File: src/assert_macros.svh
// assertion macros for the rtl
`ifndef ASSERT_MACROS_SVH
`define ASSERT_MACROS_SVH

// property that must hold at every clock edge out of reset
`define SFOD_ASSERT(label, prop, msg) \
    label: assert property (@(posedge i_clk) disable iff (!i_rst_n) (prop)) else $error(msg);

// implication checked in the same cycle
`define SFOD_ASSERT_IMP(label, ante, cons, msg) \
    label: assert property (@(posedge i_clk) disable iff (!i_rst_n) (ante) |-> (cons)) \
        else $error(msg);

`endif

File: src/sfod_pkg.sv
package sfod_pkg;

    // default geometry
    localparam int BANDS_DEF = 32;
    localparam int HIST_DEF  = 64;

    // field widths
    localparam int LevelW   = 12;
    localparam int FluxW    = 29;
    localparam int TimeW    = 32;
    localparam int SensW    = 7;
    localparam int IntW     = 16;
    localparam int StrW     = 9;
    localparam int MultW    = 10;
    localparam int SumW     = 35;
    localparam int SqW      = 64;
    localparam int CfgIdxW  = 1;
    localparam int CfgDataW = 16;

    // serial unit widths
    localparam int MulAW   = 64;
    localparam int MulBW   = 36;
    localparam int ProdW   = 72;
    localparam int DivNW   = 72;
    localparam int DivDW   = 32;
    localparam int RootInW = 64;
    localparam int RootW   = 32;

    // register indexes
    localparam logic [CfgIdxW-1:0] CFG_SENS    = 1'd0;
    localparam logic [CfgIdxW-1:0] CFG_MIN_INT = 1'd1;

    localparam logic [SensW-1:0] SENS_RESET = 7'd50;
    localparam logic [StrW-1:0]  STR_MIN    = 9'd26;
    localparam logic [StrW-1:0]  STR_MAX    = 9'd256;

    // threshold multiplier in q8: 768 - round(sens * 256 / 40)
    function automatic logic [MultW-1:0] mult_q8(input logic [SensW-1:0] sens);
        logic [SensW-1:0] s;
        logic [14:0]      x;
        logic [11:0]      y;
        logic [25:0]      p;
        s = sens;
        if (s < 7'd1) s = 7'd1;
        if (s > 7'd100) s = 7'd100;
        x = {s, 8'd0} + 15'd20;
        y = x[14:3];
        // divide by five through the reciprocal 13108 / 2^16
        p = 26'(y) * 26'd13108;
        return 10'd768 - 10'(p[25:16]);
    endfunction

endpackage

File: src/sfod_isqrt.sv
module sfod_isqrt (
    input  logic                          i_clk,
    input  logic                          i_rst_n,
    input  logic                          i_start,
    input  logic [sfod_pkg::RootInW-1:0]  i_val,
    output logic                          o_done,
    output logic [sfod_pkg::RootW-1:0]    o_root
);

    localparam int Steps = sfod_pkg::RootInW / 2;
    localparam int CntW  = $clog2(Steps);
    localparam int RemW  = sfod_pkg::RootW + 3;

    logic [sfod_pkg::RootInW-1:0] r_v;
    logic [sfod_pkg::RootW-1:0]   r_root;
    logic [RemW-1:0]              r_rem;
    logic [CntW-1:0]              r_cnt;
    logic                         r_busy;
    logic                         r_done;
    logic [RemW-1:0]              cur;
    logic [RemW-1:0]              trial;
    logic                         fits;

    // one root digit per cycle from two radicand bits
    always_comb begin
        cur   = {r_rem[RemW-3:0], r_v[sfod_pkg::RootInW-1 -: 2]};
        trial = {1'b0, r_root, 2'b01};
        fits  = (cur >= trial);
    end

    always_ff @(posedge i_clk) begin
        if (!i_rst_n) begin
            r_busy <= 1'b0;
            r_done <= 1'b0;
        end else begin
            r_done <= 1'b0;
            if (i_start) begin
                r_v    <= i_val;
                r_root <= '0;
                r_rem  <= '0;
                r_cnt  <= '0;
                r_busy <= 1'b1;
            end else if (r_busy) begin
                r_rem  <= fits ? cur - trial : cur;
                r_root <= {r_root[sfod_pkg::RootW-2:0], fits};
                r_v    <= {r_v[sfod_pkg::RootInW-3:0], 2'b00};
                r_cnt  <= r_cnt + 1'b1;
                if (r_cnt == CntW'(Steps - 1)) begin
                    r_busy <= 1'b0;
                    r_done <= 1'b1;
                end
            end
        end
    end

    assign o_done = r_done;
    assign o_root = r_root;

endmodule

File: config.mk
export PLATFORM = sky130hd
export DESIGN_NAME = sfod_isqrt
export DESIGN_NICKNAME = d
export VERILOG_FILES = /design/src/assert_macros.svh /design/src/sfod_pkg.sv /design/src/sfod_isqrt.sv
export SDC_FILE = /design/constraint.sdc
export NUM_CORES = 1
export LEC_CHECK = 0
export ABC_AREA = 1
export BUFFER_PORTS_ARGS = -buffer_cell sky130_fd_sc_hd__buf_2
export CAP_MARGIN = 20
export CORE_MARGIN = 4
export CORE_UTILIZATION = 35
export CTS_CLUSTER_SIZE = 12
export DETAILED_ROUTE_END_ITERATION = 10
export MAX_ROUTING_LAYER = met4
export PLACE_DENSITY = 0.55
export SYNTH_ARGS = -nofsm -noshare
export SYNTH_HDL_FRONTEND = slang
export SYNTH_SLANG_ARGS = --single-unit
File: constraint.sdc
create_clock -name i_clk -period 9.03 [get_ports i_clk]
set_input_delay 1.806 -clock i_clk [delete_from_list [all_inputs] [get_ports i_clk]]
set_output_delay 1.806 -clock i_clk [all_outputs]
set_load 0.1 [all_outputs]
==> metrics.log <==
[metrics] category of the critical setup timing path: primary input to flop
[metrics] worst rel slew slack: 32.5%
[metrics] number of setup violations in the final report: 0
[metrics] Finished Core Util: 41.3%
[metrics] kind of start point of the critical path: primary input
[metrics] maximum fanout count along the critical path: 56
[metrics] Layout Cell Area excl Fill: 0.0101 mm^2
[metrics] HPWL reported at the end of detailed placement: 15800 um
[metrics] total area of multi-input combinational cells: 0.00374 mm^2
[metrics] Routed WL per cell: 13.3 um
[metrics] Max IR drop VDD: 0.130 mV
[metrics] Final Max Slew Viols: 0
[metrics] #FFs+latches synth: 136
[metrics] Arr. time, crit path: 3680 ps
[metrics] setup clock skew after layout: 11.5 ps
[metrics] multiplexer share of the synthesized area: 0%
[metrics] GRT Util Overall: 16.3%
[metrics] clock latency reported for the late side of the worst-skew pair: 430 ps
[metrics] Reg-to-Reg Start: o_root[23]
[metrics] total of max-cap violations: 0
[metrics] Pleak: 5.33 nW
[metrics] Root Buffer: clkbuf_16
[metrics] Synth Instances: 1183
[metrics] Hold Fails Final Rpt: 0
[metrics] Register Area: 0.00406 mm^2
[metrics] worst hold slack after final layout: 507 ps
[metrics] share of final-layout standard cells stronger than drive strength 1: 13.5%
[metrics] count of unresolved DRC violations after routing: 0
[metrics] source of the worst hold timing path: r_busy
[metrics] placed standard-cell area: 0.00953 mm^2
[metrics] synth-to-layout area growth: 15.6%
[metrics] Tightest Pin Transition: 1010 ps
[metrics] setup repair after global routing missed its margin: false
[metrics] post-synthesis area per instance: 7.38 um^2
[metrics] placeable core region: 0.0245 mm^2
[metrics] critical path depth in cells: 5
[metrics] post-route antenna net violation count: 0
[metrics] Placed Cells incl. Taps: 1583
[metrics] WHS Endpoint: o_done
[metrics] worst-case clock buffer depth: 2
[metrics] via count: 7174
[metrics] final period utilization: 40.1%
[metrics] maximum number of pins on one net before global-route repair: 98
[metrics] highest attainable clock frequency: 0.276 GHz
[metrics] first-pass detailed-route iteration total: 5
[metrics] Detailed Route WL: 21500 um
[metrics] clock tree from TritonCTS: built
[metrics] Fin Setup TNS: 0 ps
[metrics] drt first-iter violations: 411
[metrics] Post-Syn Area: 0.00873 mm^2
[metrics] dominant cell type by count on the critical path: buf_4
[metrics] simple logic cell fraction of the synthesized area: 34.5%
[metrics] number of buffers inserted during clock tree synthesis: 17
[metrics] IO buf count: 99
[metrics] Critical R2R Capture: r_rem[19]
[metrics] clock slew at reported path FFs: 60 ps
[metrics] Min Clock Period, post-route: 3620 ps
[metrics] Initial Util: 35.7%
[metrics] adder-cell share of the synthesized area: 5.16%
[metrics] Worst Reg-to-Reg Cells: 15
[metrics] GRT Residual Overflow: 0
[metrics] Pwr per Cell Area: 192 mW/mm^2
[metrics] number of nets in the finished design: 1381
[metrics] highest cell delay on the worst timing path: 680 ps
[metrics] register area share after synthesis: 46.5%
[metrics] number of cells on the worst hold path: 2
[metrics] endpoint kind of the worst setup timing path: flop
[metrics] Critical-path top delay cell: buf_4
[metrics] number of standard cells in the layout, taps in and fillers out: 1616
[metrics] count of clock tree sinks: 136
[metrics] overall die width: 166 um
[metrics] number of instances resized during post-cts repair: 0
[metrics] result of the run: finished clean
[metrics] number of global-route vias before repair: 7105
[metrics] Die Outline Area: 0.0275 mm^2
[metrics] largest family of logic cells by synthesized area: simple AND/OR/NAND/NOR gates
[metrics] xor and xnor fraction of the mapped netlist area: 1.50%
[metrics] H-tree depth reported by CTS: 4
[metrics] fill cell count: 2610
[metrics] cell family with most CP delay: buffers and inverters
[metrics] antenna violations before repair: 1
[metrics] Hold/Removal Path Class: flop to flop
[metrics] Core Rows: 57
[metrics] number of buffers added for setup after CTS: 0
[metrics] Syn. warnings: 0
[metrics] Worst Path Required: 9090 ps
[metrics] count of hold-fix buffers inserted at cts: 0
[metrics] number of vias per cell: 4.44
[metrics] number of unique standard cell types used by synthesis: 35
[metrics] buffers and inverters on the worst path: 4
[metrics] Final GP Congestion: 0.871
[metrics] I/O pin count: 100
[metrics] wire length of the first global-routing pass: 35500 um
[metrics] slack of the worst reg-to-reg path: 6240 ps
[metrics] ordered list of cells on the worst path: buf_4 -> inv_2 -> a21oi_4 -> buf_4 -> buf_4
[metrics] Post-Synthesis Net Count: 1286
[metrics] Die Y: 166 um
[metrics] Compound-Gate Fraction of Synth Area: 1.50%
-- worst max path at each step --
stage / start / to / slack (ps)
floorplan: i_start / o_root[0] / 2640
global placement: i_start / o_root[15] / 4920
detailed placement: i_start / o_root[15] / 4890
CTS: i_start / o_root[15] / 5360
global route: i_start / r_rem[15] / 5220
finish: i_start / r_rem[15] / 5410
-- cells by family (layout without fill, tap and decap cells) --
logic type	after synthesis	count (layout)
compound gates	22	22
simple gates	735	735
xor+xnor	15	15
buf+inv	239	347
flops	136	136
fa+ha+maj	36	36
other cells	0	1
-- synth_stat cells --
library cell | instances | area, um^2
nand2_2 | 4 | 25.0
o21bai_1 | 1 | 7.51
clkinv_1 | 1 | 3.75
nor2_2 | 7 | 43.8
o21ai_1 | 1 | 5.00
nor3_4 | 1 | 16.3
nor2_1 | 141 | 529
or2_2 | 1 | 6.26
nor2_8 | 1 | 20.0
o211a_1 | 1 | 10.0
nand3_1 | 42 | 210
and3_1 | 3 | 18.8
ha_1 | 36 | 450
edfxtp_1 | 134 | 4020
o21a_1 | 1 | 7.51
buf_1 | 4 | 15.0
inv_2 | 10 | 37.5
inv_1 | 200 | 751
and2_1 | 4 | 25.0
a21oi_4 | 1 | 16.3
nand3_2 | 11 | 110
o21ai_0 | 3 | 15.0
nor3_1 | 2 | 10.0
buf_2 | 1 | 5.00
nand2_1 | 503 | 1890
nor4_1 | 1 | 6.26
nand3b_1 | 4 | 30.0
clkbuf_1 | 16 | 60.1
buf_6 | 5 | 56.3
dfxtp_1 | 2 | 40.0
xor2_1 | 15 | 131
a21oi_1 | 14 | 70.1
buf_4 | 2 | 15.0
nand2_4 | 2 | 22.5
nand4_1 | 8 | 50.1
-- flip-flops by register name, indices dropped and copies added, names as in the netlist --
signal,cells
o_root,32
o_done,1
r_cnt,5
r_busy,1
r_v,64
r_rem,33
-- area by class of cell --
class | count | share of cell area [%]
clock buffers | 18 | 4.25
clock inverters | 14 | 1.26
inverters | 211 | 7.85
diodes | 1 | 0.0248
repair buffers | 104 | 5.31
well taps | 324 | 4.02
multi-input cells | 808 | 37.0
flip-flops and latches | 136 | 40.3
-- power breakdown --
| group | leakage, nW | total [W] | internal (W) | switching (W) |
|---|---|---|---|---|
| clock | 0.268 | 0.000676 | 0.000363 | 0.000313 |
| sequential | 1.32 | 0.000775 | 0.000756 | 0.0000190 |
| combinational | 3.74 | 0.000488 | 0.000144 | 0.000344 |
-- layer usage --
layer / vias up / GRT usage [%] / routed length [um]
li1: 3809 / - / -
met1: 3195 / 21.2 / 10500
met2: 148 / 25.9 / 9700
met3: 22 / 4.05 / 1130
met4: 0 / 3.62 / 231
met5: - / - / 0
-- worst register-to-register path, cell delays in order (launching register included) --
cell,delay [ps]
edfxtp_1,400
inv_1,140
ha_1,300
nand2_1,140
inv_1,50
nand2_1,60
nand2_1,80
clkinv_1,60
nand2_1,60
nand2_1,100
nand3_2,120
nor2_8,470
nand2_4,290
nand2_1,180
nand2_1,70
nor2_1,120
-- cell usage in the layout (no fill, tap or decap), types with 3 or more instances in the layout --
cell type  synthesis  layout
buf_4              2       6
nand3_1           42      42
nand3b_1           4       4
and3_1             3       3
buf_2              1      98
clkbuf_16          0      17
nand4_1            8       8
inv_8              0       3
nor2_2             7       7
nand2_2            4       4
xor2_1            15      15
inv_6              0       5
clkinv_4           0       4
a21oi_1           14      13
ha_1              36      36
inv_2             10      10
inv_1            200     200
edfxtp_1         134     134
nand3_2           11      11
o21ai_0            3       3
nand2_1          503     503
and2_1             4       4
nor2_1           141     141
-- metrics by stage --
step	power [W]	worst slack, ps
after global placement	0.00128	4920
after global routing	0.00205	5220
after floorplan	0.00117	2640
after CTS	0.00196	5360
after detailed placement	0.00128	4890
final	0.00194	5410
Note: power is estimated with default switching activity, not from simulation.
