<file path="src/assert_macros.svh">
// assertion macros for the rtl
`ifndef ASSERT_MACROS_SVH
`define ASSERT_MACROS_SVH

// property that must hold at every clock edge out of reset
`define SFOD_ASSERT(label, prop, msg) \
    label: assert property (@(posedge i_clk) disable iff (!i_rst_n) (prop)) else $error(msg);

// implication checked in the same cycle
`define SFOD_ASSERT_IMP(label, ante, cons, msg) \
    label: assert property (@(posedge i_clk) disable iff (!i_rst_n) (ante) |-> (cons)) \
        else $error(msg);

`endif

</file>
<file path="src/sfod_pkg.sv">
package sfod_pkg;

    // default geometry
    localparam int BANDS_DEF = 32;
    localparam int HIST_DEF  = 64;

    // field widths
    localparam int LevelW   = 12;
    localparam int FluxW    = 29;
    localparam int TimeW    = 32;
    localparam int SensW    = 7;
    localparam int IntW     = 16;
    localparam int StrW     = 9;
    localparam int MultW    = 10;
    localparam int SumW     = 35;
    localparam int SqW      = 64;
    localparam int CfgIdxW  = 1;
    localparam int CfgDataW = 16;

    // serial unit widths
    localparam int MulAW   = 64;
    localparam int MulBW   = 36;
    localparam int ProdW   = 72;
    localparam int DivNW   = 72;
    localparam int DivDW   = 32;
    localparam int RootInW = 64;
    localparam int RootW   = 32;

    // register indexes
    localparam logic [CfgIdxW-1:0] CFG_SENS    = 1'd0;
    localparam logic [CfgIdxW-1:0] CFG_MIN_INT = 1'd1;

    localparam logic [SensW-1:0] SENS_RESET = 7'd50;
    localparam logic [StrW-1:0]  STR_MIN    = 9'd26;
    localparam logic [StrW-1:0]  STR_MAX    = 9'd256;

    // threshold multiplier in q8: 768 - round(sens * 256 / 40)
    function automatic logic [MultW-1:0] mult_q8(input logic [SensW-1:0] sens);
        logic [SensW-1:0] s;
        logic [14:0]      x;
        logic [11:0]      y;
        logic [25:0]      p;
        s = sens;
        if (s < 7'd1) s = 7'd1;
        if (s > 7'd100) s = 7'd100;
        x = {s, 8'd0} + 15'd20;
        y = x[14:3];
        // divide by five through the reciprocal 13108 / 2^16
        p = 26'(y) * 26'd13108;
        return 10'd768 - 10'(p[25:16]);
    endfunction

endpackage

</file>
<file path="src/sfod_div.sv">
module sfod_div (
    input  logic                        i_clk,
    input  logic                        i_rst_n,
    input  logic                        i_start,
    input  logic [sfod_pkg::DivNW-1:0]  i_num,
    input  logic [sfod_pkg::DivDW-1:0]  i_den,
    output logic                        o_done,
    output logic [sfod_pkg::DivNW-1:0]  o_quot
);

    localparam int CntW = $clog2(sfod_pkg::DivNW);

    logic [sfod_pkg::DivNW-1:0] r_q;
    logic [sfod_pkg::DivDW-1:0] r_rem;
    logic [sfod_pkg::DivDW-1:0] r_d;
    logic [CntW-1:0]            r_cnt;
    logic                       r_busy;
    logic                       r_done;
    logic [sfod_pkg::DivDW:0]   sh;
    logic                       fits;

    // restoring step: bring down one dividend bit
    always_comb begin
        sh   = {r_rem, r_q[sfod_pkg::DivNW-1]};
        fits = (sh >= {1'b0, r_d});
    end

    always_ff @(posedge i_clk) begin
        if (!i_rst_n) begin
            r_busy <= 1'b0;
            r_done <= 1'b0;
        end else begin
            r_done <= 1'b0;
            if (i_start) begin
                r_q    <= i_num;
                r_d    <= i_den;
                r_rem  <= '0;
                r_cnt  <= '0;
                r_busy <= 1'b1;
            end else if (r_busy) begin
                r_rem <= fits ? sfod_pkg::DivDW'(sh - {1'b0, r_d})
                              : sfod_pkg::DivDW'(sh);
                r_q   <= {r_q[sfod_pkg::DivNW-2:0], fits};
                r_cnt <= r_cnt + 1'b1;
                if (r_cnt == CntW'(sfod_pkg::DivNW - 1)) begin
                    r_busy <= 1'b0;
                    r_done <= 1'b1;
                end
            end
        end
    end

    assign o_done = r_done;
    assign o_quot = r_q;

endmodule

</file>
<file path="config.mk">
export PLATFORM = sky130hd
export DESIGN_NAME = sfod_div
export DESIGN_NICKNAME = d
export VERILOG_FILES = /design/src/assert_macros.svh /design/src/sfod_pkg.sv /design/src/sfod_div.sv
export SDC_FILE = /design/constraint.sdc
export NUM_CORES = 1
export LEC_CHECK = 0
export ABC_AREA = 1
export ABC_CLOCK_PERIOD_IN_PS = 5040
export BUFFER_PORTS_ARGS = -buffer_cell sky130_fd_sc_hd__buf_2
export CAP_MARGIN = 20
export CORE_UTILIZATION = 50
export CTS_CLUSTER_DIAMETER = 200
export DETAILED_ROUTE_END_ITERATION = 10
export PLACE_DENSITY = 0.74
export SLEW_MARGIN = 5
export SYNTH_ARGS = -nofsm -noshare
export SYNTH_HDL_FRONTEND = slang
export SYNTH_SLANG_ARGS = --single-unit
</file>
<file path="constraint.sdc">
create_clock -name i_clk -period 5.04 [get_ports i_clk]
set_input_delay 0.252 -clock i_clk [delete_from_list [all_inputs] [get_ports i_clk]]
set_output_delay 0.252 -clock i_clk [all_outputs]
set_load 0.05 [all_outputs]
</file>
==> reports/qor.yml, run 1 <==
status: "finished, final reports clean"
grt_pass1_wl_mm: 35.8
grt.overflow.total: 0
synth_area_sq_um: 8830
fmax_mhz: 390
hold_depth: 1
drc: 0
core-area_sq_um: 17300
cp_max_fo: 25
syn_inst: 1151
synth_seq_cells: 145
power_leakage_uw: 0.00562
grt_util_met2: 0.421
clk_pin_slew_ns: 0.06
synthArstFlopShare: 0
root_buffer: "clkbuf_16"
ys_types: 35
dpl.hpwl_mm: 16.0
cts_buffer_depth: 2
min_path_type: "input port to flip-flop"
finClkSkew_ns: 0.00883
fin_ws_ns: 2.48
fin_crit_sh: 0.508
io_pins: 180
yosysTopAreaCell: "edfxtp_1"
num_rows: 48
slew_violations: 0
cpPeakStageDelay_ns: 0.43
power_density_nw_per_um2: 362
ctsHtreeMaxLevel: 4
tightest_slew_ns: 0.756
antenna_cells: 0
layout-drive-gt1-share: 0.172
cp-end-kind: "flip-flop"
final_cell_mix: "nand2_1, buf_2, inv_1"
postCtsHoldBufs: 30
reg2reg_slack_ns: 2.48
numPortBuffers: 179
use_met3: 0.0597
wirelength_mm: 21.9
grt_pass1_vias: 7535
vias_per_cell: 4.81
final_common_cell: "nand2_1"
path_delay_family: "simple AND/OR/NAND/NOR gates"
wire_per_inst_um: 13.8
slew_headroom: 0.496
fin_nets: 1497
place_ws_ns: 2.52
top_usage_layer: "met2"
cp_num_buf_inv: 2
arrival_ns: 2.75
synth_top_cell_area_share: 0.486
synth_edf_count: 143
setup_viol: 0
ant_nets: 0
place_inst: 1532
fp.dieArea_sq_um: 18200
finalPower_uw: 3890
worstSetupPathType: "flip-flop to flip-flop"
synthTopCellsByArea: "edfxtp_1, nand2_1, inv_1"
antenna_found_initial: 2
cp_cell_sequence: "ha_1 > nand2_1 > nor2_1 > nand2_1 > nor2_2 > nand2_1 > nand3_2 > inv_4 > nand2_8 > inv_6 > nor2_1 > nor2_1"
min_to: "r_d[28]$_DFFE_PP_"
maxCapViolCount: 0
period_needed_ns: 2.56
required_ns: 5.23
crit_slowest_cell: "edfxtp_1"
gp_congestion: 0.985
seq_area_frac_synth: 0.491
start_util: 0.511
vdd_ir_drop_max_uv: 256
yosys_warnings: 0
grt.total_usage: 0.255
hp-start: "i_den[28]"
drtIter0Drc: 502
postCtsSetupBuffers: 0
clk_latency_ns: 0.44
syn_nets: 1292
dr.pass1.iters: 8
dieHeight_um: 135
timing.rr.start: "r_rem[20]$_SDFFCE_PP0P_"
grt_max_degree: 69
regToRegEndpoint: "r_rem[31]$_SDFFCE_PP0P_"
hold_viol_final: 0
post_cts_resized: 0
via_count: 7666
synthToLayoutAreaGrowth_pct: 21.6
critPathLaunchType: "flip-flop"
final_cells: 1594
rr_worst_depth: 12
cts_made_buffers: 17
syn_avg_cell_area_sq_um: 7.67
tns_ns: 0
die_x_um: 135
rsz0062_at_grt: "false"
ys.flop_type: "edfxtp_1"
gr-usage-met1: 0.322
tritoncts: "yes"
clock_sinks: 145
## how the worst max path moves through the flow
stage,to,cells past startpoint,slack [ns],start
4_1_cts,r_rem[28]$_SDFFCE_PP0P_,12,2.48,r_rem[20]$_SDFFCE_PP0P_
3_5_place_dp,r_rem[21]$_SDFFCE_PP0P_,14,2.52,r_rem[2]$_SDFFCE_PP0P_
3_3_place_gp,r_rem[28]$_SDFFCE_PP0P_,12,2.57,r_rem[20]$_SDFFCE_PP0P_
2_1_floorplan,o_quot[0]$_DFFE_PP_,4,1.30,i_start
5_1_grt,r_rem[28]$_SDFFCE_PP0P_,14,2.31,r_rem[7]$_SDFFCE_PP0P_
6_report,r_rem[31]$_SDFFCE_PP0P_,12,2.48,r_rem[20]$_SDFFCE_PP0P_
## per-layer routing
| layer | wire length [um] | vias to the layer above |
|---|---|---|
| li1 | - | 3961 |
| met1 | 9870 | 3414 |
| met2 | 10100 | 238 |
| met3 | 1330 | 49 |
| met4 | 649 | 4 |
| met5 | 25 | - |
## synth_stat cells, types with 3 or more instances
cell and number:
nand2_1 519, buf_4 3, edfxtp_1 143, nand3_1 32
inv_1 178, nand4_1 6, clkbuf_1 15, o21ai_0 3
a21oi_1 23, nand3b_1 23, buf_1 4, nor2_2 10
buf_6 3, xor2_1 14, ha_1 33, and2_1 9
nor2_1 109
## kinds of logic after synthesis
group,Yosys count,share of synthesized area
AND/OR/NAND/NOR,720,0.334
buffers and inverters,209,0.0950
flip-flops,145,0.491
adder cells (fa/ha/maj),34,0.0490
AO/OA/AOI/OAI,28,0.0166
XOR/XNOR,15,0.0149
## area by class of cell
| class | instances | area, sq um |
|---|---|---|
| clock buffers | 18 | 429 |
| fillers | 1582 | 6560 |
| multi-input cells | 797 | 3670 |
| well taps | 225 | 282 |
| clock inverters | 14 | 105 |
| repair buffers | 214 | 1230 |
| flip-flops and latches | 145 | 4330 |
| inverters | 181 | 687 |
## worst reg2reg max path: stages, from the launching register on
cell,delay [ns]
edfxtp_1,0.43
ha_1,0.40
nand2_1,0.13
nor2_1,0.24
nand2_1,0.13
nor2_2,0.14
nand2_1,0.09
nand3_2,0.10
inv_4,0.13
nand2_8,0.20
inv_6,0.13
nor2_1,0.15
nor2_1,0.05
## power by group
part	internal [uW]	switching [uW]	total, uW
Sequential	1480	58.5	1540
Combinational	367	799	1170
Clock	635	550	1180
## state kept, by name (all words and copies together) (netlist names)
signal and cells:
r_rem 32, r_cnt 7, o_done 1, o_quot 72, r_d 32, r_busy 1
## per-stage QoR
| stage | util | area (sq um) | hold slack (ns) |
|---|---|---|---|
| 2_1_floorplan | - | 8830 | 0.351 |
| 3_3_place_gp | 0.573 | 9900 | 0.430 |
| 3_5_place_dp | 0.573 | 9900 | 0.430 |
| 4_1_cts | 0.621 | 10700 | 0.00342 |
| 5_1_grt | 0.621 | 10700 | 0.00801 |
| 6_report | 0.621 | 10700 | 0.0141 |
No activity file was read; power rests on OpenSTA's default activity.
==> run 2: changes to the inputs <==
Settings changed: ABC_CLOCK_PERIOD_IN_PS 5040 to 2440.
Clock period 5.04 ns to 2.44 ns, I/O delays scaled along.
==> run 2 against run 1 <==
Against the previous run:
- first-iteration DRC count is 0.40% lower
- wire length rose by 13%
- clock skew rose by 0.0017 ns
- power is 110% higher
- via count grew 7.8%
- global-route usage rose by 2.7 points
- sequential power is 110% higher
- flip-flop and latch count did not move
- register-to-register slack got worse by 2.3 ns
- setup slack worse by 2.3 ns
- combinational power grew 120%
- largest power group unchanged
==> reports/qor.yml, run 2 (synthesis results as in run 1) <==
status: "finished, final reports clean"
ant_nets: 0  # unchanged
clk_pin_slew_ns: 0.07  # about the same
fin_nets: 1576  # +5.3%
tightest_slew_ns: 0.650  # -0.106 ns
p_int_uw: 5290  # +110%
layout-drive-gt1-share: 0.180  # +0.00786
cts_buffer_depth: 2  # unchanged
switchingPower_uw: 3030  # +120%
clock_sinks: 145  # unchanged
setup_viol: 0  # unchanged
root_buffer: "clkbuf_16"
cts_made_buffers: 17  # unchanged
maxCapViolCount: 0  # unchanged
use_met3: 0.0683  # +0.00863
num_rows: 48  # unchanged
fp.dieArea_sq_um: 18200  # unchanged
die_x_um: 135  # unchanged
required_ns: 2.62  # -2.61 ns
dr.pass1.iters: 7  # -1
via_count: 8264  # +7.8%
reg2reg_slack_ns: 0.14  # -2.34 ns
grt_pass1_vias: 8247  # +9.4%
drc: 0  # unchanged
drtIter0Drc: 500  # -0.40%
dieHeight_um: 135  # unchanged
critPathLaunchType: "flip-flop"
wirelength_mm: 24.8  # +13%
power_leakage_uw: 0.00598  # +6.4%
power_density_nw_per_um2: 712  # +97%
grt_max_degree: 65  # -5.8%
antenna_cells: 0  # unchanged
pwr-share-clk: 0.300  # -0.004
gr-usage-met1: 0.333  # +0.0119
tritoncts: "yes"
clk_latency_ns: 0.43  # about the same
fmax_mhz: 435  # +11%
hold_viol_final: 0  # unchanged
ctsHtreeMaxLevel: 4  # unchanged
finalPower_uw: 8310  # +110%
min_path_type: "input port to flip-flop"
grt_pass1_wl_mm: 39.5  # +10%
fin_crit_sh: 0.942  # +0.434
period_needed_ns: 2.30  # -0.262 ns
dpl.hpwl_mm: 16.4  # +2.0%
final_common_cell: "nand2_1"
tns_ns: 0  # unchanged
finClkSkew_ns: 0.0105  # +0.00168 ns
wire_per_inst_um: 14.8  # +7.6%
p_comb_frac: 0.317  # +0.017
seq_power_share: 0.383  # -0.013
vdd_ir_drop_max_uv: 537  # +110%
gp_congestion: 0.971  # -1.4%
slew_violations: 0  # unchanged
grt.total_usage: 0.282  # +0.0268
final_cell_mix: "nand2_1, buf_2, inv_1"
arrival_ns: 2.48  # -0.27 ns
worstSetupPathType: "flip-flop to flip-flop"
synthToLayoutAreaGrowth_pct: 32.1
grt.overflow.total: 0  # unchanged
largest_reg_flops: 72  # unchanged
antenna_found_initial: 0  # -2
io_pins: 180  # unchanged
core-area_sq_um: 17300  # unchanged
numPortBuffers: 179  # unchanged
start_util: 0.511  # unchanged
cp_max_fo: 25  # unchanged
slew_headroom: 0.567  # +0.0708
grt_util_met2: 0.506  # +0.0848
p_sw_frac: 0.364  # +0.00249
postCtsSetupBuffers: 0  # unchanged
cp-end-kind: "flip-flop"
top_usage_layer: "met2"
vias_per_cell: 4.94  # +2.7%
-- run 2: cell count changes in the layout (fill, tap and decap cells not counted), sizes merged --
cell	previous run	this run
clkinvlp	2	3
buf	184	190
clkinv	7	4
dlygate4sd3	30	103
inv	186	188
-- run 2: metal layers --
metal	routed length, um	share of wire	vias to the layer above
li1	-	-	4128
met1	10200	0.41	3781
met2	12300	0.50	312
met3	1680	0.068	43
met4	575	0.023	0
met5	0	0	-
-- run 2: path summary, 6_finish.rpt --
kind	start	end	cells after the start
worst min register to register	o_quot[69]$_DFFE_PP_	o_quot[70]$_DFFE_PP_	2
worst max-delay path	r_rem[9]$_SDFFCE_PP0P_	r_rem[10]$_SDFFCE_PP0P_	12
worst max register to register	r_rem[9]$_SDFFCE_PP0P_	r_rem[10]$_SDFFCE_PP0P_	12
worst min-delay path	i_rst_n	r_busy$_SDFF_PN0_	3
-- run 2: worst max-delay path, cell delays in order, from the launching register on --
cell,delay [ns]
edfxtp_1,0.39
ha_1,0.38
nand2_1,0.15
nor2_1,0.20
nand2_1,0.13
nor2_2,0.12
nand2_1,0.08
nand3_2,0.09
inv_4,0.07
nand2_8,0.14
inv_8,0.11
nor2_1,0.12
nor2_1,0.06
-- run 2: power groups by stage --
stage	Clock [uW]	Sequential (uW)	Combinational, uW
after floorplan	0	3560	1460
after global placement	0	3230	2380
after detailed placement	0	3230	2420
after CTS	2510	3180	2550
after global routing	2610	3210	2920
final	2490	3190	2630
-- run 2: final cells by class --
class                   instances  area [sq um]
clock buffers                  18           429
clock inverters                14           121
fillers                      1396          5630
inverters                     181           689
multi-input cells             797          3750
flip-flops and latches        145          4330
well taps                     225           282
repair buffers                293          2070
-- run 2: per-stage QoR --
stage          worst slack [ns]  cells  utilization  instance area, sq um  hold WS, ns
6_report                  0.141   1673        0.675                 11700       0.0300
5_1_grt                -0.00324   1673        0.675                 11700       0.0297
4_1_cts                  0.0554   1673        0.669                 11600       0.0194
3_5_place_dp             0.0756   1538        0.578                 10000        0.301
3_3_place_gp              0.113   1538        0.578                 10000        0.300
2_1_floorplan            0.0370   1151            -                  8840        0.221
-- run 2: repair_timing --
item | 4_1_cts | 5_1_grt
resized for setup | 0 | 23
hold buffers | 103 | 0
endpoints found under the hold margin | 103 | 0
endpoints found under the setup margin | 0 | 31
