**config.mk**
```make
export PLATFORM = sky130hd
export DESIGN_NAME = sfod_mul
export DESIGN_NICKNAME = d
export VERILOG_FILES = /design/src/assert_macros.svh /design/src/sfod_pkg.sv /design/src/sfod_mul.sv
export SDC_FILE = /design/constraint.sdc
export NUM_CORES = 1
export LEC_CHECK = 0
export ABC_AREA = 1
export BUFFER_PORTS_ARGS = -buffer_cell sky130_fd_sc_hd__buf_4
export CORE_ASPECT_RATIO = 1.5
export CORE_MARGIN = 5
export CORE_UTILIZATION = 25
export CTS_BUF_LIST = sky130_fd_sc_hd__clkbuf_16
export CTS_CLUSTER_DIAMETER = 60
export DETAILED_ROUTE_END_ITERATION = 6
export PLACE_DENSITY = 0.38
export SLEW_MARGIN = 40
export SYNTH_ARGS = -nofsm -noshare
export SYNTH_HDL_FRONTEND = slang
export SYNTH_SLANG_ARGS = --single-unit
```
**constraint.sdc**
```tcl
create_clock -name i_clk -period 11.75 [get_ports i_clk]
set_input_delay 2.9375 -clock i_clk [delete_from_list [all_inputs] [get_ports i_clk]]
set_output_delay 2.9375 -clock i_clk [all_outputs]
set_load 0.03 [all_outputs]
```
**src/assert_macros.svh**
```systemverilog
// assertion macros for the rtl
`ifndef ASSERT_MACROS_SVH
`define ASSERT_MACROS_SVH

// property that must hold at every clock edge out of reset
`define SFOD_ASSERT(label, prop, msg) \
    label: assert property (@(posedge i_clk) disable iff (!i_rst_n) (prop)) else $error(msg);

// implication checked in the same cycle
`define SFOD_ASSERT_IMP(label, ante, cons, msg) \
    label: assert property (@(posedge i_clk) disable iff (!i_rst_n) (ante) |-> (cons)) \
        else $error(msg);

`endif

```
**src/sfod_pkg.sv**
```systemverilog
package sfod_pkg;

    // default geometry
    localparam int BANDS_DEF = 32;
    localparam int HIST_DEF  = 64;

    // field widths
    localparam int LevelW   = 12;
    localparam int FluxW    = 29;
    localparam int TimeW    = 32;
    localparam int SensW    = 7;
    localparam int IntW     = 16;
    localparam int StrW     = 9;
    localparam int MultW    = 10;
    localparam int SumW     = 35;
    localparam int SqW      = 64;
    localparam int CfgIdxW  = 1;
    localparam int CfgDataW = 16;

    // serial unit widths
    localparam int MulAW   = 64;
    localparam int MulBW   = 36;
    localparam int ProdW   = 72;
    localparam int DivNW   = 72;
    localparam int DivDW   = 32;
    localparam int RootInW = 64;
    localparam int RootW   = 32;

    // register indexes
    localparam logic [CfgIdxW-1:0] CFG_SENS    = 1'd0;
    localparam logic [CfgIdxW-1:0] CFG_MIN_INT = 1'd1;

    localparam logic [SensW-1:0] SENS_RESET = 7'd50;
    localparam logic [StrW-1:0]  STR_MIN    = 9'd26;
    localparam logic [StrW-1:0]  STR_MAX    = 9'd256;

    // threshold multiplier in q8: 768 - round(sens * 256 / 40)
    function automatic logic [MultW-1:0] mult_q8(input logic [SensW-1:0] sens);
        logic [SensW-1:0] s;
        logic [14:0]      x;
        logic [11:0]      y;
        logic [25:0]      p;
        s = sens;
        if (s < 7'd1) s = 7'd1;
        if (s > 7'd100) s = 7'd100;
        x = {s, 8'd0} + 15'd20;
        y = x[14:3];
        // divide by five through the reciprocal 13108 / 2^16
        p = 26'(y) * 26'd13108;
        return 10'd768 - 10'(p[25:16]);
    endfunction

endpackage

```
**src/sfod_mul.sv**
```systemverilog
module sfod_mul (
    input  logic                        i_clk,
    input  logic                        i_rst_n,
    input  logic                        i_start,
    input  logic [sfod_pkg::MulAW-1:0]  i_a,
    input  logic [sfod_pkg::MulBW-1:0]  i_b,
    output logic                        o_done,
    output logic [sfod_pkg::ProdW-1:0]  o_prod
);

    localparam int CntW = $clog2(sfod_pkg::MulBW);

    logic [sfod_pkg::ProdW-1:0] r_a;
    logic [sfod_pkg::MulBW-1:0] r_b;
    logic [sfod_pkg::ProdW-1:0] r_p;
    logic [CntW-1:0]            r_cnt;
    logic                       r_busy;
    logic                       r_done;

    // shift-add, one multiplier bit per cycle
    always_ff @(posedge i_clk) begin
        if (!i_rst_n) begin
            r_busy <= 1'b0;
            r_done <= 1'b0;
        end else begin
            r_done <= 1'b0;
            if (i_start) begin
                r_a    <= sfod_pkg::ProdW'(i_a);
                r_b    <= i_b;
                r_p    <= '0;
                r_cnt  <= '0;
                r_busy <= 1'b1;
            end else if (r_busy) begin
                if (r_b[0]) r_p <= r_p + r_a;
                r_a   <= {r_a[sfod_pkg::ProdW-2:0], 1'b0};
                r_b   <= {1'b0, r_b[sfod_pkg::MulBW-1:1]};
                r_cnt <= r_cnt + 1'b1;
                if (r_cnt == CntW'(sfod_pkg::MulBW - 1)) begin
                    r_busy <= 1'b0;
                    r_done <= 1'b1;
                end
            end
        end
    end

    assign o_done = r_done;
    assign o_prod = r_p;

endmodule

```
==> impl_metrics.env, run 1 <==
export IMPL_ys_flop_type="edfxtp_1"
export IMPL_clkTransAtPathRegs_ns=0.08
export IMPL_finalSetupTns_ns=0
export IMPL_cts_setup_buffers=0
export IMPL_cts_path_max_buffers=2
export IMPL_crit_path_end_kind="flip-flop"
export IMPL_cp_slowest_stage_delay_ns=0.68
export IMPL_routed_wl_um=48940
export IMPL_critPathMaxFanout=62
export IMPL_die_h_um=295.8
export IMPL_syn_to_final_growth_pct=20.33
export IMPL_diodes=0
export IMPL_p_sw_share_pct=36.46
export IMPL_whs_ns=0.4361
export IMPL_die_area_sq_um=59300
export IMPL_p_leak_nw=7.941
export IMPL_pwr_share_comb_pct=27.8
export IMPL_grt_start_max_net_pins=73
export IMPL_pwr_share_seq_pct=40.6
export IMPL_synth_common_cells="nand2_1 (784), inv_1 (283), edfxtp_1 (186), nor2_1 (186), a21oi_1 (131)"
export IMPL_powerDensity_nw_per_um2=124.7
export IMPL_power_internal_mw=1.298
export IMPL_pwr_share_clk_pct=31.5
export IMPL_synthCells=1939
export IMPL_async_flop_share_pct=0
export IMPL_grt_pass1_wl_um=74560
export IMPL_clock_skew_ns=0.02006
export IMPL_hpwl_um=40220
export IMPL_grtUsageTotal_pct=16.36
export IMPL_path_delay_family="buffers and inverters"
export IMPL_synth_most_common_cell="nand2_1"
export IMPL_tightest_slew_ns=0.8011
export IMPL_nNetsFinal=2284
export IMPL_coreArea_sq_um=53870
export IMPL_worst_path_stages=4
export IMPL_ant_nets=0
export IMPL_cts_sinks=188
export IMPL_crit_required_ns=11.85
export IMPL_drv_slew=0
export IMPL_syn_nets=2115
export IMPL_synth_top_cell_area_share_pct=41.04
export IMPL_hold_path_class="reg -> reg"
export IMPL_path_cells="buf_4 > o21ai_0 > inv_4 > buf_4"
export IMPL_setup_viol=0
export IMPL_cts_tree="built"
export IMPL_yosysTopAreaCell="edfxtp_1"
export IMPL_regToRegEndpoint="o_prod[62]"
export IMPL_ys_warn_count=0
export IMPL_cts_hold_buf=0
export IMPL_post_drt_via_cell_ratio=4.392
export IMPL_path_buf_inv=3
export IMPL_layout_drive_gt1_share_pct=15.13
export IMPL_syn_avg_cell_area_sq_um=7.019
export IMPL_drv_cap=0
export IMPL_critPathLaunch="i_start"
export IMPL_worstSetupStartpointType="input port"
export IMPL_synth_seq_area_share_pct=41.33
export IMPL_critPathSlowestCell="buf_4"
export IMPL_numCtsBuffers=17
export IMPL_io_pins=176
export IMPL_antenna_found_initial=0
export IMPL_start_util_pct=25.26
export IMPL_port_buffers=175
export IMPL_reg2reg_depth=14
export IMPL_cp_common_cell="buf_4"
export IMPL_whs_path_depth=2
export IMPL_synth_edff_count=186
export IMPL_min_delay_start="r_busy"
export IMPL_r2r_slack_ns=8.71
export IMPL_min_to="o_done"
export IMPL_timing_rr_start="o_prod[0]"
export IMPL_synth_area_sq_um=13610
export IMPL_core_rowCount=104
export IMPL_drc=0
export IMPL_p_switching_mw=0.7448
export IMPL_clk_latency_ns=0.48
export IMPL_status="complete, no violations"
export IMPL_rsz0062_at_grt="false"
export IMPL_wl_per_cell_um=17.42
export IMPL_cts_root_buf="clkbuf_16"
export IMPL_post_route_period_util_pct=43.59
export IMPL_yosys_top_cells_area="edfxtp_1 (41%), nand2_1 (22%), inv_1 (7.8%), ha_1 (6.6%), nor2_1 (5.1%)"
export IMPL_irDropWorstVdd_mv=0.1057
export IMPL_die_w_um=200.5
export IMPL_layout_min_cycle_time_ns=5.122
export IMPL_drtIter0Drc=646
export IMPL_vias=12340
export IMPL_cts_resized=0
export IMPL_maxSlewHeadroom_pct=46.59
export IMPL_arrival_ns=5.22
export IMPL_worstSetupPathType="in -> reg"
export IMPL_gp_congestion=0.9180
export IMPL_finalHoldViolCount=0
export IMPL_timing_fmax_mhz=195.2
export IMPL_ys_types=37
export IMPL_ys_seq_elements=188
export IMPL_dr_pass1_iters=7
export IMPL_htree_num_levels=4
export IMPL_overflow=0
export IMPL_grt_pass1_vias=12920
-- worst max path at each step --
stage	endpoint	slack, ns
after floorplan	o_prod[0]	4.95
after global placement	r_a[36]	6.00
after detailed placement	r_a[38]	5.96
after CTS	r_a[36]	6.49
after global routing	r_a[33]	6.35
final	r_a[33]	6.63
-- per-stage QoR --
step	instance area, sq um	setup slack, ns	total power, mW	std cells	utilization [%]
after global placement	15700	6.002	1.423	2777	29.14
final	16380	6.628	2.043	2810	30.40
after floorplan	13610	4.945	1.209	1939	-
after global routing	16380	6.349	2.172	2810	30.40
after CTS	16370	6.489	2.089	2810	30.40
after detailed placement	15720	5.964	1.426	2778	29.18
-- flip-flops by register name, indices dropped and copies added, names as in the netlist --
signal and flops:
o_prod 72, r_a 72, r_b 36, r_cnt 6
o_done 1, r_busy 1
-- final cells by class --
class	instances	area, sq um
Timing Repair Buffer	181	1379
Clock buffer	17	425.4
Fill cell	6092	37490
Tap cell	689	862.1
Sequential cell	188	5625
Clock inverter	15	227.7
Inverter	301	1135
Multi-Input combinational cell	1419	6724
-- routing by layer --
metal	share of wire, %	vias to the layer above	GRT usage (%)
li1	-	6450	-
met1	40	5660	18.14
met2	54	186	31.91
met3	2.9	45	2.210
met4	2.6	0	5.745
met5	0	-	0
-- worst register-to-register path, stage by stage (launching register included) --
cell	delay (ns)
edfxtp_1	0.42
ha_1	0.28
fa_1	0.46
nand3_1	0.11
nand3_2	0.16
nand2_1	0.11
nand2_1	0.16
nand2_1	0.10
nand3_1	0.19
nand2_1	0.12
nand2_1	0.24
nand2_1	0.25
nand3_1	0.10
nand2_1	0.08
nor2_1	0.05
-- placed cells by master, fill, tap and decap left out, types with 2 or more instances in the layout --
cell       count
a21oi_1      131
edfxtp_1     186
inv_12         4
nor3_1         9
inv_2         15
inv_1        281
nor2_1       185
nor4_2         3
clkinv_8       5
nand2_1      784
buf_6          2
nand2_2       34
o21bai_1       7
inv_4          2
inv_8          3
nor2_2        30
nand4_1        5
ha_1          72
nand3_2       13
o21a_1         4
o21ai_0       68
and2_1         2
clkbuf_16     17
xnor2_1        2
buf_4        178
nor4_1         3
nand3_1       44
nor2_4         5
a21oi_2        3
clkinv_1       3
dfxtp_1        2
o21bai_2       2
o21ai_1        7
-- power groups by stage --
stage               clock network, mW  logic (mW)  registers [mW]
floorplan                           0       0.336           0.873
global placement                    0       0.576           0.848
detailed placement                  0       0.579           0.847
CTS                             0.675       0.581           0.833
global route                    0.694       0.641           0.836
finish                          0.644       0.568           0.830
-- cell families after synthesis --
kind of cell | after synthesis | share of synthesized area, %
AO/OA/AOI/OAI | 224 | 8.651
XOR/XNOR | 2 | 0.1287
adder cells (fa/ha/maj) | 73 | 6.766
buffers and inverters | 332 | 9.322
flip-flops | 188 | 41.33
AND/OR/NAND/NOR | 1120 | 33.80
Power figures use the tool's default switching activity.
==> inputs of run 2 (changes only) <==
==> constraint.sdc (replaced) <==
create_clock -name i_clk -period 5.1 [get_ports i_clk]
set_input_delay 1.275 -clock i_clk [delete_from_list [all_inputs] [get_ports i_clk]]
set_output_delay 1.275 -clock i_clk [all_outputs]
set_load 0.03 [all_outputs]
==> run 2 against run 1 <==
- utilization about the same
- die area unchanged
- final area about the same
- non-clock buffer count unchanged
- critical endpoint is now r_cnt[3]
==> impl_metrics.env, run 2 (synthesis results as in run 1) <==
export IMPL_pwr_share_clk_pct=31.8
export IMPL_cts_hold_buf=0
export IMPL_drv_cap=0
export IMPL_p_sw_share_pct=37.47
export IMPL_whs_ns=0.4373
export IMPL_drtIter0Drc=511
export IMPL_worstSetupStartpointType="input port"
export IMPL_pwr_share_comb_pct=27.8
export IMPL_layout_drive_gt1_share_pct=15.13
export IMPL_drv_slew=0
export IMPL_worstSetupPathType="in -> reg"
export IMPL_io_pins=176
export IMPL_cts_setup_buffers=0
export IMPL_setup_viol=0
export IMPL_grt_pass1_vias=12820
export IMPL_htree_num_levels=4
export IMPL_overflow=0
export IMPL_clock_skew_ns=0.01360
export IMPL_layout_min_cycle_time_ns=3.401
export IMPL_arrival_ns=3.51
export IMPL_die_h_um=295.8
export IMPL_rsz0062_at_grt="false"
export IMPL_core_rowCount=104
export IMPL_fin_area_sq_um=16380
export IMPL_die_w_um=200.5
export IMPL_grt_start_max_net_pins=78
export IMPL_hold_path_class="reg -> reg"
export IMPL_numCtsBuffers=17
export IMPL_clk_latency_ns=0.48
export IMPL_p_leak_nw=7.942
export IMPL_powerDensity_nw_per_um2=289.2
export IMPL_cts_path_max_buffers=2
export IMPL_drc=0
export IMPL_timing_fmax_mhz=294.0
export IMPL_cts_root_buf="clkbuf_16"
export IMPL_post_drt_via_cell_ratio=4.403
export IMPL_crit_path_end_kind="flip-flop"
export IMPL_nNetsFinal=2284
export IMPL_ant_nets=0
export IMPL_antenna_found_initial=0
export IMPL_tightest_slew_ns=0.7859
export IMPL_status="complete, no violations"
export IMPL_grt_pass1_wl_um=75670
export IMPL_cts_resized=0
export IMPL_finalHoldViolCount=0
export IMPL_pwr_share_seq_pct=40.3
export IMPL_finalSetupTns_ns=0
export IMPL_cts_tree="built"
export IMPL_cts_sinks=188
export IMPL_diodes=0
export IMPL_dp_cells=2778
export IMPL_clkTransAtPathRegs_ns=0.09
export IMPL_grtUsageTotal_pct=16.68
export IMPL_critPathMaxFanout=71
export IMPL_final_common_cell="nand2_1"
export IMPL_final_cell_mix="nand2_1 (784), inv_1 (281), edfxtp_1 (186)"
export IMPL_maxSlewHeadroom_pct=47.61
export IMPL_fin_cells=2810
export IMPL_coreArea_sq_um=53870
export IMPL_post_route_period_util_pct=66.69
export IMPL_p_switching_mw=1.775
export IMPL_power_internal_mw=2.963
export IMPL_dr_pass1_iters=5
export IMPL_port_buffers=175
export IMPL_utilization_pct=30.41
export IMPL_irDropWorstVdd_mv=0.2426
export IMPL_wl_per_cell_um=17.75
export IMPL_hpwl_um=41080
export IMPL_die_area_sq_um=59300
export IMPL_start_util_pct=25.26
export IMPL_post_dp_cell_area_sq_um=15730
export IMPL_gp_congestion=0.8473
export IMPL_routed_wl_um=49880
export IMPL_crit_required_ns=5.21
export IMPL_vias=12370
export IMPL_syn_to_final_growth_pct=20.38
## run 2: cell types whose count changed in the layout (fill, tap and decap cells not counted)
cell / previous run / this run
inv_8: 3 / 1
clkinv_4: 1 / 0
inv_16: 0 / 2
inv_12: 4 / 6
inv_4: 2 / 1
bufinv_16: 1 / 0
clkinv_8: 5 / 4
inv_6: 1 / 3
## run 2: through the flow
stage / total power, mW / worst slack, ns
floorplan: 2.785 / 1.003
global placement: 3.291 / 1.042
detailed placement: 3.295 / 1.109
CTS: 4.836 / 1.652
global route: 5.034 / 1.483
finish: 4.738 / 1.699
## run 2: worst paths after layout
kind / startpoint / endpoint / slack, ns / depth (start not counted)
setup / recovery: i_start / r_cnt[3] / 1.70 / 4
hold / removal: r_busy / o_done / 0.44 / 2
setup reg to reg: o_prod[0] / o_prod[54] / 2.20 / 14
hold reg to reg: r_busy / o_done / 0.44 / 2
## run 2: power by group through the flow
| stage | clock network [mW] | logic (mW) | registers, mW |
|---|---|---|---|
| final | 1.51 | 1.32 | 1.91 |
| after global routing | 1.62 | 1.49 | 1.92 |
| after CTS | 1.57 | 1.35 | 1.92 |
| after detailed placement | 0 | 1.34 | 1.95 |
| after global placement | 0 | 1.34 | 1.95 |
| after floorplan | 0 | 0.774 | 2.01 |
## run 2: critical path, cell delays in order
cell and delay, ns:
buf_4 0.43, o21ai_0 0.40, inv_6 0.61, buf_4 0.61
## run 2: area by class of cell
type | count | area [sq um]
clock buffers | 17 | 425.4
clock inverters | 15 | 231.5
fillers | 6065 | 37490
inverters | 301 | 1137
multi-input cells | 1419 | 6724
flip-flops and latches | 188 | 5625
well taps | 689 | 862.1
repair buffers | 181 | 1379
## run 2: per-layer routing
layer	share of wire (%)	up-vias	global-route usage, %
met2	55	194	32.62
li1	-	6442	-
met4	2.4	0	5.073
met1	39	5700	18.17
met5	0	-	0
met3	3.6	37	3.161
